## src/design/assert_macros.svh

```systemverilog
// ---------------------------------------------------------------------------
// assert_macros.svh
// Concurrent assertion macros shared by the digitizer RTL.
// ---------------------------------------------------------------------------
`ifndef ASSERT_MACROS_SVH
`define ASSERT_MACROS_SVH

// Same-cycle implication, disabled while reset is asserted.
`define FND_ASSERT_IMP(lbl, clk, rstn, ante, cons) \
  lbl: assert property (@(posedge clk) disable iff (!(rstn)) (ante) |-> (cons)) \
    else $error("same-cycle implication failed");

// Next-cycle implication, disabled while reset is asserted.
`define FND_ASSERT_NEXT(lbl, clk, rstn, ante, cons) \
  lbl: assert property (@(posedge clk) disable iff (!(rstn)) (ante) |=> (cons)) \
    else $error("next-cycle implication failed");

`endif

```

## src/design/fnd_pkg.sv

```systemverilog
// ---------------------------------------------------------------------------
// fnd_pkg
// Shared types and codes of the FASTA nucleotide digitizer.
// ---------------------------------------------------------------------------
`default_nettype none

package fnd_pkg;

  localparam int unsigned ByteW = 8;
  localparam int unsigned CodeW = 2;

  localparam logic KIND_BASE   = 1'b0;
  localparam logic KIND_RECORD = 1'b1;

  typedef struct packed {
    logic             emit;
    logic             kind;
    logic [CodeW-1:0] code;
    logic             unk;
  } fnd_result_t;

endpackage

`default_nettype wire

```

## src/design/fnd_stream_if.sv

```systemverilog
// ---------------------------------------------------------------------------
// fnd_in_if / fnd_out_if
// Valid/ready channels carrying text bytes in and digitized results out.
// ---------------------------------------------------------------------------
`default_nettype none

interface fnd_in_if;
  logic       valid;
  logic       ready;
  logic [7:0] in_byte;

  modport source (output valid, output in_byte, input ready);
  modport sink (input valid, input in_byte, output ready);
endinterface

interface fnd_out_if;
  logic       valid;
  logic       ready;
  logic       result_kind;
  logic [1:0] base_code;
  logic       is_unknown;

  modport source (output valid, output result_kind, output base_code,
                  output is_unknown, input ready);
  modport sink (input valid, input result_kind, input base_code,
                input is_unknown, output ready);
endinterface

`default_nettype wire

```

## src/design/fasta_nucleotide_digitizer_top.sv

```systemverilog
// ---------------------------------------------------------------------------
// fasta_nucleotide_digitizer_top
// Turns a FASTA byte stream into 2-bit base codes and record markers.
// ---------------------------------------------------------------------------
// Usage:
//   Bytes of the text stream enter on in_ch, one per transaction. Each
//   sequence byte other than newline yields one transaction on out_ch with a
//   2-bit code (A, C, G, T in either case) or the unknown flag. A '>' at the
//   start of a line yields one record marker; the rest of that header line,
//   newlines, and all lines before the first header yield nothing.
//   A byte is captured in an input register and decoded from there into
//   the result register, which presents it on out_ch. The two register
//   stages sustain one byte per cycle while the receiver does not stall.
//   When the receiver stalls, the result register holds its result and the
//   input register holds the next byte; in_ch.ready drops once both are full.
//   A synchronous reset empties both stages and returns the parser to the
//   state before the first header, with the next byte taken as a line start.
// ---------------------------------------------------------------------------
`default_nettype none
`include "assert_macros.svh"

module fasta_nucleotide_digitizer_top (
  input  wire logic clk,
  input  wire logic rst_n,
  fnd_in_if.sink    in_ch,
  fnd_out_if.source out_ch
);
  import fnd_pkg::*;

  logic             s1_valid_r;
  logic [ByteW-1:0] s1_byte_r;
  logic             out_valid_r, out_valid_nxt;
  logic             out_kind_r;
  logic [CodeW-1:0] out_code_r;
  logic             out_unk_r;
  logic             out_free, s1_step;
  fnd_result_t      res;

  assign out_free    = !out_valid_r || out_ch.ready;
  assign s1_step     = s1_valid_r && out_free;
  assign in_ch.ready = !s1_valid_r || out_free;

  fnd_parser u_parser (
    .clk     (clk),
    .rst_n   (rst_n),
    .step    (s1_step),
    .byte_in (s1_byte_r),
    .res     (res)
  );

  always_comb begin
    out_valid_nxt = out_valid_r;
    if (out_free) begin
      out_valid_nxt = s1_step && res.emit;
    end
  end

  always_ff @(posedge clk) begin
    if (!rst_n) begin
      s1_valid_r  <= 1'b0;
      out_valid_r <= 1'b0;
    end else begin
      if (in_ch.ready) begin
        s1_valid_r <= in_ch.valid;
      end
      out_valid_r <= out_valid_nxt;
    end
  end

  always_ff @(posedge clk) begin
    if (in_ch.valid && in_ch.ready) begin
      s1_byte_r <= in_ch.in_byte;
    end
    if (s1_step && res.emit) begin
      out_kind_r <= res.kind;
      out_code_r <= res.code;
      out_unk_r  <= res.unk;
    end
  end

  assign out_ch.valid       = out_valid_r;
  assign out_ch.result_kind = out_kind_r;
  assign out_ch.base_code   = out_code_r;
  assign out_ch.is_unknown  = out_unk_r;

  `FND_ASSERT_IMP(a_marker_clean, clk, rst_n,
                  out_valid_r && (out_kind_r == KIND_RECORD),
                  (out_code_r == '0) && !out_unk_r)
  `FND_ASSERT_IMP(a_unknown_code_zero, clk, rst_n,
                  out_valid_r && out_unk_r, out_code_r == '0)
  `FND_ASSERT_NEXT(a_s1_holds_on_stall, clk, rst_n,
                   s1_valid_r && !out_free, s1_valid_r && $stable(s1_byte_r))

endmodule

`default_nettype wire

```

## src/design/fnd_parser.sv

```systemverilog
// ---------------------------------------------------------------------------
// fnd_parser
// Line and record state of the FASTA stream with the per-byte decode.
// ---------------------------------------------------------------------------
`default_nettype none
`include "assert_macros.svh"

module fnd_parser (
  input  wire logic                     clk,
  input  wire logic                     rst_n,
  input  wire logic                     step,
  input  wire logic [fnd_pkg::ByteW-1:0] byte_in,
  output fnd_pkg::fnd_result_t          res
);
  import fnd_pkg::*;

  typedef enum logic [2:0] {
    MODE_SKIP   = 3'b001,
    MODE_HEADER = 3'b010,
    MODE_SEQ    = 3'b100
  } mode_t;

  localparam logic [ByteW-1:0] CH_GT = 8'h3E;
  localparam logic [ByteW-1:0] CH_NL = 8'h0A;
  localparam logic [ByteW-1:0] CH_A  = 8'h41;
  localparam logic [ByteW-1:0] CH_C  = 8'h43;
  localparam logic [ByteW-1:0] CH_G  = 8'h47;
  localparam logic [ByteW-1:0] CH_T  = 8'h54;
  localparam logic [ByteW-1:0] CH_LA = 8'h61;
  localparam logic [ByteW-1:0] CH_LZ = 8'h7A;

  localparam logic [CodeW-1:0] BASE_A = 2'd0;
  localparam logic [CodeW-1:0] BASE_C = 2'd1;
  localparam logic [CodeW-1:0] BASE_G = 2'd2;
  localparam logic [CodeW-1:0] BASE_T = 2'd3;

  mode_t            mode_r, mode_nxt;
  logic             line_start_r, line_start_nxt;
  logic             is_nl, opens_record;
  logic [ByteW-1:0] upper;

  assign is_nl        = (byte_in == CH_NL);
  assign opens_record = line_start_r && (byte_in == CH_GT) && (mode_r != MODE_HEADER);
  assign upper        = ((byte_in >= CH_LA) && (byte_in <= CH_LZ)) ?
                        (byte_in & 8'hDF) : byte_in;

  always_comb begin
    res = '0;
    if (!is_nl) begin
      if (opens_record) begin
        res.emit = 1'b1;
        res.kind = KIND_RECORD;
      end else if (mode_r == MODE_SEQ) begin
        res.emit = 1'b1;
        res.kind = KIND_BASE;
        case (upper)
          CH_A:    res.code = BASE_A;
          CH_C:    res.code = BASE_C;
          CH_G:    res.code = BASE_G;
          CH_T:    res.code = BASE_T;
          default: res.unk  = 1'b1;
        endcase
      end
    end
  end

  always_comb begin
    mode_nxt       = mode_r;
    line_start_nxt = line_start_r;
    if (step) begin
      line_start_nxt = is_nl;
      unique case (mode_r)
        MODE_HEADER: if (is_nl) mode_nxt = MODE_SEQ;
        MODE_SEQ:    if (opens_record) mode_nxt = MODE_HEADER;
        default:     if (opens_record) mode_nxt = MODE_HEADER;
      endcase
    end
  end

  always_ff @(posedge clk) begin
    if (!rst_n) begin
      mode_r       <= MODE_SKIP;
      line_start_r <= 1'b1;
    end else begin
      mode_r       <= mode_nxt;
      line_start_r <= line_start_nxt;
    end
  end

  `FND_ASSERT_NEXT(a_nl_sets_start, clk, rst_n, step && is_nl, line_start_r)
  `FND_ASSERT_NEXT(a_marker_enters_header, clk, rst_n,
                   step && res.emit && (res.kind == KIND_RECORD),
                   (mode_r == MODE_HEADER) && !line_start_r)

endmodule

`default_nettype wire

```

## src/flat_wrapper.sv

```systemverilog
// flat-port wrapper written by rule: the top's interface ports become plain ports
module fasta_nucleotide_digitizer_top_flat import fnd_pkg::*;
  (clk, rst_n, in_ch_valid, in_ch_in_byte, in_ch_ready, out_ch_valid, out_ch_result_kind, out_ch_base_code, out_ch_is_unknown, out_ch_ready);
  fnd_in_if in_ch_i ();
  fnd_out_if out_ch_i ();
  input  wire logic clk;
  input  wire logic rst_n;
  input wire logic [$bits(in_ch_i.valid)-1:0] in_ch_valid;
  input wire logic [$bits(in_ch_i.in_byte)-1:0] in_ch_in_byte;
  output wire logic [$bits(in_ch_i.ready)-1:0] in_ch_ready;
  output wire logic [$bits(out_ch_i.valid)-1:0] out_ch_valid;
  output wire logic [$bits(out_ch_i.result_kind)-1:0] out_ch_result_kind;
  output wire logic [$bits(out_ch_i.base_code)-1:0] out_ch_base_code;
  output wire logic [$bits(out_ch_i.is_unknown)-1:0] out_ch_is_unknown;
  input wire logic [$bits(out_ch_i.ready)-1:0] out_ch_ready;
  assign in_ch_i.valid = in_ch_valid;
  assign in_ch_i.in_byte = in_ch_in_byte;
  assign in_ch_ready = in_ch_i.ready;
  assign out_ch_valid = out_ch_i.valid;
  assign out_ch_result_kind = out_ch_i.result_kind;
  assign out_ch_base_code = out_ch_i.base_code;
  assign out_ch_is_unknown = out_ch_i.is_unknown;
  assign out_ch_i.ready = out_ch_ready;
  fasta_nucleotide_digitizer_top u_core (.clk(clk), .rst_n(rst_n), .in_ch(in_ch_i), .out_ch(out_ch_i));
endmodule
```

## config.mk

```make
export PLATFORM = sky130hd
export DESIGN_NAME = fasta_nucleotide_digitizer_top_flat
export DESIGN_NICKNAME = d
export VERILOG_FILES = /design/src/design/fnd_pkg.sv /design/src/design/fnd_stream_if.sv /design/src/design/fasta_nucleotide_digitizer_top.sv /design/src/design/fnd_parser.sv /design/src/flat_wrapper.sv
export VERILOG_INCLUDE_DIRS = /design/src /design/src/design
export SDC_FILE = /design/constraint.sdc
export NUM_CORES = 1
export LEC_CHECK = 0
export BUFFER_PORTS_ARGS = -buffer_cell sky130_fd_sc_hd__buf_2
export CAP_MARGIN = 20
export CORE_AREA = 2 2 45 47
export CTS_CLUSTER_DIAMETER = 60
export CTS_CLUSTER_SIZE = 25
export DETAILED_ROUTE_END_ITERATION = 12
export DIE_AREA = 0 0 47 49
export PLACE_DENSITY_LB_ADDON = 0.08
export RECOVER_POWER = 25
export SLEW_MARGIN = 10
export SYNTH_ARGS = -nofsm -noshare
export SYNTH_HDL_FRONTEND = slang
export SYNTH_HIERARCHICAL = 1
export SYNTH_SLANG_ARGS = --single-unit
export TNS_END_PERCENT = 1
```

## constraint.sdc

```tcl
create_clock -name clk -period 1.67 [get_ports clk]
set_clock_uncertainty 0.05 [all_clocks]
set_input_delay 0.0835 -clock clk [delete_from_list [all_inputs] [get_ports clk]]
set_output_delay 0.0835 -clock clk [all_outputs]
set_load 0.02 [all_outputs]
```

==> out/qor_table.md, run 1 <==
| Stage | Item | This run |
|---|---|---|
| run status | Status | completed |
| global route | Largest net degree at the start of global routing | 11 |
| placement | Post-DP HPWL | 1150 um |
| synthesis | Count of yosys warnings during synthesis | 6 |
| clock network | Maximum buffer depth of the clock tree | 2 |
| placement | I/O Buffers | 17 |
| layout | Multi-input gate area | 380 um2 |
| hold path | Startpoint of the worst hold path | out_ch_ready |
| power and ir drop | Switching power summed over all nets | 187 uW |
| layout | Count of nets after finishing | 125 |
| power and ir drop | Worst-case vdd ir drop | 0.463 mV |
| routing | Iter 0 DRT Violations | 7 |
| timing | Max Clk Rate | 0.606 GHz |
| timing | Transition at the pin with the smallest max-transition slack | 0.380 ns |
| synthesis | Async set-or-reset flop fraction in the synthesized netlist | 0% |
| layout | Commonest non-fill, non-tap cell in the layout | buf_2 |
| clock network | TritonCTS Sinks | 18 |
| synthesis | Adder and majority gate portion of the synthesized area | 0% |
| synthesis | Primary flip-flop cell chosen by synthesis mapping | edfxtp_1 |
| routing | Final routed wire length divided by cell count | 11.9 um |
| setup path | Sort of element at the end of the critical path | register |
| global route | Global-route wire length before repair | 2770 um |
| layout | Register area | 480 um2 |
| timing | Setup violators final | 0 |
| power and ir drop | Portion of total power attributed to sequential cells | 61.1% |
| synthesis | Count of different cell masters after synthesis | 31 |
| clock network | Clock network latency to the later pin of the worst-skew pair | 0.30 ns |
| synthesis | Main combinational cell family by area after synthesis | simple AND/OR/NAND/NOR gates |
| synthesis | Average cell area after synthesis | 12.4 um2 |
| synthesis | Sequential element share of the synthesized area | 59.7% |
| clock network | Number of buffers created by CTS | 3 |
| power and ir drop | Clock group share of total power | 28.1% |
| floorplan | I/O pin total | 18 |
| power and ir drop | Pwr per Cell Area | 661 mW/mm2 |
| power and ir drop | Total power after layout | 818 uW |
| timing | Crit path setup slack, layout | 0.0197 ns |
| clock network | Root buffer cell | clkbuf_4 |
| clock network | H-tree levels | 1 |
| synthesis | Area share of and/or/nand/nor cells after synthesis | 29.2% |
| layout | Commonest cells after routing, fill and taps aside | 17 x buf_2, 16 x buf_4, 12 x edfxtp_1, 10 x dlygate4sd3_1, 8 x nand2_1 |
| setup path | Crit-path max FO | 4 |
| synthesis | Syn nets | 77 |
| layout | Layout cell share with drive strength beyond 1 | 45.5% |
| routing | First drt pass iteration count | 4 |
| job | Max Cap Viol | 0 |
| synthesis | Syn Std Cell Area | 805 um2 |
| placement | Minimum setup slack after placement | -0.0456 ns |
| timing | Final clock period utilization by the worst path | 98.8% |
| floorplan | Starting Density | 43.7% |
| placement | Placer Congestion | 0.761 |
| synthesis | Multiplexer area fraction after synthesis | 0% |
| setup path | Crit path launch | u_core/s1_byte_r[0] |
| clock network | CTS tree | built |
| timing | Final-report hold violation count | 0 |
| routing | Via-per-instance ratio | 4.84 |
| timing | Final Max Tran Viols | 0 |
| setup path | Worst r2r src | u_core/s1_byte_r[0] |
| floorplan | Die width | 47 um |
| synthesis | Synth Register Bits | 18 |
| routing | Drt total wl | 1650 um |
| power and ir drop | Power share of the combinational group | 10.7% |
| synthesis | Synthesized-area fraction occupied by xor and xnor cells | 0% |
| floorplan | Number of rows created at floorplan | 16 |
| floorplan | Standard cell core area | 0.00184 mm2 |
| power and ir drop | Internal power | 631 uW |
| floorplan | Die boundary height | 49 um |
| timing | Unrepaired setup endpoints after global routing | yes |
| setup path | Critical path class | register to register |
| routing | Antenna Violating Nets Remaining | 0 |
| synthesis | Count of mapped cells out of synthesis | 65 |
| global route | Overall Global Routing Usage | 17.4% |
| synthesis | Share of the synthesized area in compound gates (AO/OA/AOI/OAI) | 9.64% |
| setup path | Startpoint Class | register |
| global route | Vias in the first global route | 672 |
| floorplan | Area of the die | 0.00230 mm2 |
| global route | Total gr overflow | 0 |
| clock network | Clock slew at reported path FFs | 0.11 ns |
| timing | Worst-case headroom to the max-slew limit | 74.5% |
| routing | DRC violations left | 0 |
| setup path | Data arrival time at the worst-slack endpoint | 1.62 ns |
| setup path | Crit path required time | 1.64 ns |
| timing | Tmin final | 1.65 ns |
| layout | Filler cell count in the final layout | 147 |
| layout | Syn-to-layout area delta | 53.8% |
| hold path | Worst hold-check path type | input pin to register |
| global route | Initial antenna violation count | 0 |
| power and ir drop | Proportion of total power due to net switching | 22.9% |
| synthesis | Count of flip-flops with a built-in enable after synthesis | 12 |
| power and ir drop | Leakage power summed over all cells | 0.486 nW |
| layout | Antenna fix cells | 0 |
| routing | Via Count | 673 |
==> worst paths after layout <==
| path | end | slack (ns) | cells after the start |
|---|---|---|---|
| worst min-delay path | u_core/out_ch.valid | 0.06 | 3 |
| worst min register to register | u_core/out_ch.valid | 0.48 | 2 |
| worst max register to register | u_core/out_ch.result_kind | 0.02 | 5 |
| worst max-delay path | u_core/out_ch.result_kind | 0.02 | 5 |
==> routing by layer <==
metal	vias to the layer above	GRT usage, %	share of wire [%]
met5	-	0	0
met4	0	9.72	2.6
met3	5	3.33	3.1
met2	17	29.9	52
met1	310	18.8	42
li1	341	-	-
==> kinds of logic after synthesis <==
| logic type | Yosys count |
|---|---|
| AOI/OAI and AO/OA | 10 |
| and+or+nand+nor | 34 |
| DFF | 18 |
| buffers and inverters | 3 |
==> critical path: stages (launching register included) <==
cell,delay (ns)
edfxtp_1,0.43
nand4bb_4,0.23
nor4_4,0.29
nand2b_1,0.15
nand2_2,0.08
nor2_4,0.14
==> area by class of cell <==
class | count | share of cell area [%]
flip-flops and latches | 18 | 38.8
multi-input cells | 44 | 30.7
inverters | 3 | 0.910
clock buffers | 3 | 1.82
clock inverters | 1 | 0.303
repair buffers | 43 | 24.7
well taps | 27 | 2.73
==> sequential cells by signal, indices dropped and copies added, names as in the netlist <==
name                          cells
u_core/s1_byte_r                  8
u_core/out_ch.base_code           2
u_core/out_ch.valid               1
u_core/u_parser/mode_r            3
u_core/out_ch.result_kind         1
u_core/u_parser/line_start_r      1
u_core/out_ch.is_unknown          1
u_core/s1_valid_r                 1
==> stage by stage <==
stage               cell area (um2)  setup TNS (ns)  util (%)  instances  hold WS, ns
floorplan                       832               0         -         65        0.113
global placement               1040        -0.00966      56.5        121        0.210
detailed placement             1040          -0.184      56.5        121        0.212
CTS                            1220               0      66.2        139       0.0568
global route                   1240          -0.494      67.2        139       0.0655
finish                         1240               0      67.2        139       0.0599
==> synth_stat cells (2+ instances only) <==
| cell | n | area, um2 |
|---|---|---|
| edfxtp_1 | 12 | 360 |
| nand2_1 | 9 | 33.8 |
| dfxtp_1 | 6 | 120 |
| inv_1 | 3 | 11.3 |
| nand2b_1 | 3 | 18.8 |
| a21boi_1 | 2 | 15.0 |
| a21oi_1 | 2 | 10.0 |
| nor2_1 | 2 | 7.51 |
| nor4_2 | 2 | 25.0 |
| o21ai_1 | 2 | 10.0 |
| or3_1 | 2 | 12.5 |
==> power by group through the flow <==
stage / clock (mW) / sequential [mW] / combinational, mW
finish: 0.230 / 0.500 / 0.0879
CTS: 0.236 / 0.499 / 0.0867
global placement: 0 / 0.509 / 0.0601
detailed placement: 0 / 0.510 / 0.0613
global route: 0.250 / 0.502 / 0.0968
floorplan: 0 / 0.509 / 0.0258
==> repair_timing <==
action	CTS	global route
setup buffers	4	0
gates resized for setup	4	3
pin swaps	2	1
endpoints found under the hold margin	11	0
hold buffers	10	0
endpoints found under the setup margin	6	10
(Power assumes the default switching activity.)
==> inputs of run 2 (changes only) <==
Settings changed: CORE_AREA 2 2 45 47 to 2 2 42 44, DIE_AREA 0 0 47 49 to 0 0 44 46.
Clock period 1.67 ns to 2 ns, I/O delays scaled along.
==> out/qor_table.md, run 2 (same netlist as run 1, synthesis figures left out) <==
| Stage | Item | This run | vs previous |
|---|---|---|---|
| routing | Via Count | 631 | -6.2% |
| routing | Iter 0 DRT Violations | 11 | +4 |
| layout | Commonest cells after routing, fill and taps aside | 16 x buf_2, 12 x edfxtp_1, 10 x dlygate4sd3_1, 9 x nand2_1, 6 x dfxtp_1 |  |
| floorplan | Die width | 44 um | -6.4% |
| setup path | Crit path launch | u_core/s1_byte_r[6] |  |
| floorplan | I/O pin total | 18 | unchanged |
| setup path | Startpoint Class | register |  |
| layout | Register with the highest flop count | u_core/s1_byte_r |  |
| clock network | CTS tree | built |  |
| setup path | Combined buffer and inverter count along the critical path | 0 | unchanged |
| hold path | Worst Hold Depth | 3 | unchanged |
| setup path | Delay-heaviest family, CP | simple AND/OR/NAND/NOR gates |  |
| timing | Final worst hold slack | 0.110 ns | +0.0500 ns |
| timing | Worst-case headroom to the max-slew limit | 65.0% | -9.5 points |
| routing | DRC violations left | 0 | unchanged |
| power and ir drop | Power share of the combinational group | 7.9% | -2.8 points |
| routing | Antenna Violating Nets Remaining | 0 | unchanged |
| setup path | Sort of element at the end of the critical path | register |  |
| timing | Transition at the pin with the smallest max-transition slack | 0.518 ns | +0.139 ns |
| setup path | Library cell contributing the largest single delay on the critical path | edfxtp_1 |  |
| layout | Count of nets after finishing | 112 | -10% |
| global route | Initial antenna violation count | 0 | unchanged |
| global route | Overall Global Routing Usage | 17.4% | about the same |
| placement | Post-DP HPWL | 979 um | -15% |
| global route | Total gr overflow | 0 | unchanged |
| clock network | H-tree levels | 1 | unchanged |
| hold path | Startpoint of the worst hold path | out_ch_ready |  |
| layout | Commonest non-fill, non-tap cell in the layout | buf_2 |  |
| setup path | RR Endpoint | u_core/out_ch.base_code[1] |  |
| layout | Antenna fix cells | 0 | unchanged |
| setup path | Worst r2r src | u_core/s1_byte_r[6] |  |
| clock network | Number of buffers created by CTS | 3 | unchanged |
| setup path | Crit-path max FO | 4 | unchanged |
| power and ir drop | Switching power summed over all nets | 139 uW | -26% |
| power and ir drop | Pwr per Cell Area | 614 mW/mm2 | -7.1% |
| power and ir drop | Proportion of total power due to net switching | 21.4% | -1.5 points |
| clock network | Maximum buffer depth of the clock tree | 2 | unchanged |
| setup path | Critical path class | register to register |  |
| hold path | Worst hold-check path type | input pin to register |  |
| power and ir drop | Worst-case vdd ir drop | 0.407 mV | -12% |
| setup path | Depth of the worst register-to-register path | 5 | unchanged |
| setup path | Crit path required time | 1.94 ns | +0.30 ns |
| setup path | CP max stage delay | 0.42 ns | about the same |
| clock network | Clock slew at reported path FFs | 0.10 ns | about the same |
| routing | Final routed wire length divided by cell count | 12.3 um | +3.4% |
| global route | Largest net degree at the start of global routing | 11 | unchanged |
| clock network | Root buffer cell | clkbuf_4 |  |
| timing | Final-report hold violation count | 0 | unchanged |
| layout | Layout cell share with drive strength beyond 1 | 32.3% | -13 points |
| timing | Unrepaired setup endpoints after global routing | no |  |
| floorplan | Starting Density | 49.8% | +6.2 points |
| timing | Max Clk Rate | 0.566 GHz | -6.5% |
| clock network | TritonCTS Sinks | 18 | unchanged |
| routing | First drt pass iteration count | 4 | unchanged |
| timing | Final total negative setup slack | 0 ns | unchanged |
| timing | Final Max Tran Viols | 0 | unchanged |
| global route | Global-route wire length before repair | 2420 um | -12% |
| routing | Via-per-instance ratio | 5.44 | +12% |
| power and ir drop | Portion of total power attributed to sequential cells | 64.1% | +3.0 points |
| setup path | R2r setup slk | 0.23 ns | +0.21 ns |
| placement | Placer Congestion | 0.681 | -10% |
| layout | Syn-to-layout area delta | 31.9% |  |
| setup path | Data arrival time at the worst-slack endpoint | 1.71 ns | +0.09 ns |
| power and ir drop | Internal power | 512 uW | -19% |
| global route | Vias in the first global route | 611 | -9.1% |
| timing | Setup violators final | 0 | unchanged |
| floorplan | Number of rows created at floorplan | 15 | -1 |
| clock network | Clock network latency to the later pin of the worst-skew pair | 0.29 ns | about the same |
| floorplan | Standard cell core area | 0.00161 mm2 | -12% |
| floorplan | Area of the die | 0.00202 mm2 | -12% |
| floorplan | Die boundary height | 46 um | -6.1% |
| timing | Final clock period utilization by the worst path | 88.3% | -11 points |
| routing | Drt total wl | 1420 um | -14% |
| timing | Tmin final | 1.77 ns | +0.115 ns |
| placement | I/O Buffers | 17 | unchanged |
| power and ir drop | Total power after layout | 652 uW | -20% |
| run status | Status | completed |  |
| hold path | Hold-critical path endpoint | u_core/out_ch.valid |  |
| layout | Flip-flop count of the largest register after layout | 8 | unchanged |
| power and ir drop | Leakage power summed over all cells | 0.412 nW | -15% |
| job | Max Cap Viol | 0 | unchanged |
| setup path | Ordered list of cells on the worst path | nand3b_1 -> nor4_2 -> nand2b_1 -> nand2_1 -> nor2_2 |  |
| power and ir drop | Clock group share of total power | 27.9% | -0.2 points |
==> run 2: repair_timing <==
action | 4_1_cts | 5_1_grt
hold buffers | 10 | 0
hold endpoints to repair | 10 | 0
gates resized for setup | 0 | 1
setup buffers | 0 | 0
endpoints found under the setup margin | 0 | 3
==> run 2: layout make-up <==
type	count	area, um2
Fill cell	135	553
Timing Repair Buffer	30	206
Inverter	3	11.3
Sequential cell	18	480
Tap cell	17	21.3
Clock buffer	3	22.5
Clock inverter	1	3.75
Multi-Input combinational cell	44	315
==> run 2: worst max-delay path by stage <==
stage	to	depth (start not counted)
floorplan	u_core/out_ch.base_code[0]	5
global placement	u_core/out_ch.base_code[0]	5
detailed placement	u_core/out_ch.base_code[0]	5
CTS	u_core/out_ch.base_code[1]	5
global route	u_core/out_ch.base_code[1]	5
finish	u_core/out_ch.base_code[1]	5
==> run 2: through the flow <==
stage          util, %  setup WS [ns]  cell area (um2)  std cells
6_report          65.7          0.235             1060        116
5_1_grt           65.7         0.0936             1060        116
4_1_cts           65.7          0.145             1060        116
3_5_place_dp      57.8          0.167              933        102
3_3_place_gp      57.8          0.223              933        102
2_1_floorplan        -          0.202              805         65
==> run 2: power groups by stage <==
stage | clock network [mW] | registers (mW) | logic (mW)
after floorplan | 0 | 0.423 | 0.0186
after global placement | 0 | 0.426 | 0.0355
after detailed placement | 0 | 0.426 | 0.0364
after CTS | 0.194 | 0.418 | 0.0512
after global routing | 0.214 | 0.420 | 0.0571
final | 0.182 | 0.418 | 0.0516
==> run 2: worst register-to-register path: cells and delay by family (launching register included) <==
family	cells	cell delay [ns]
simple gates	5	1.00
flops	1	0.42
==> run 2: routing by layer <==
layer	global-route usage (%)	wire, um	up-vias
met5	0	0	-
met4	10.9	8	0
met3	4.76	53	2
met2	31.8	760	14
met1	17.3	601	299
li1	-	-	316
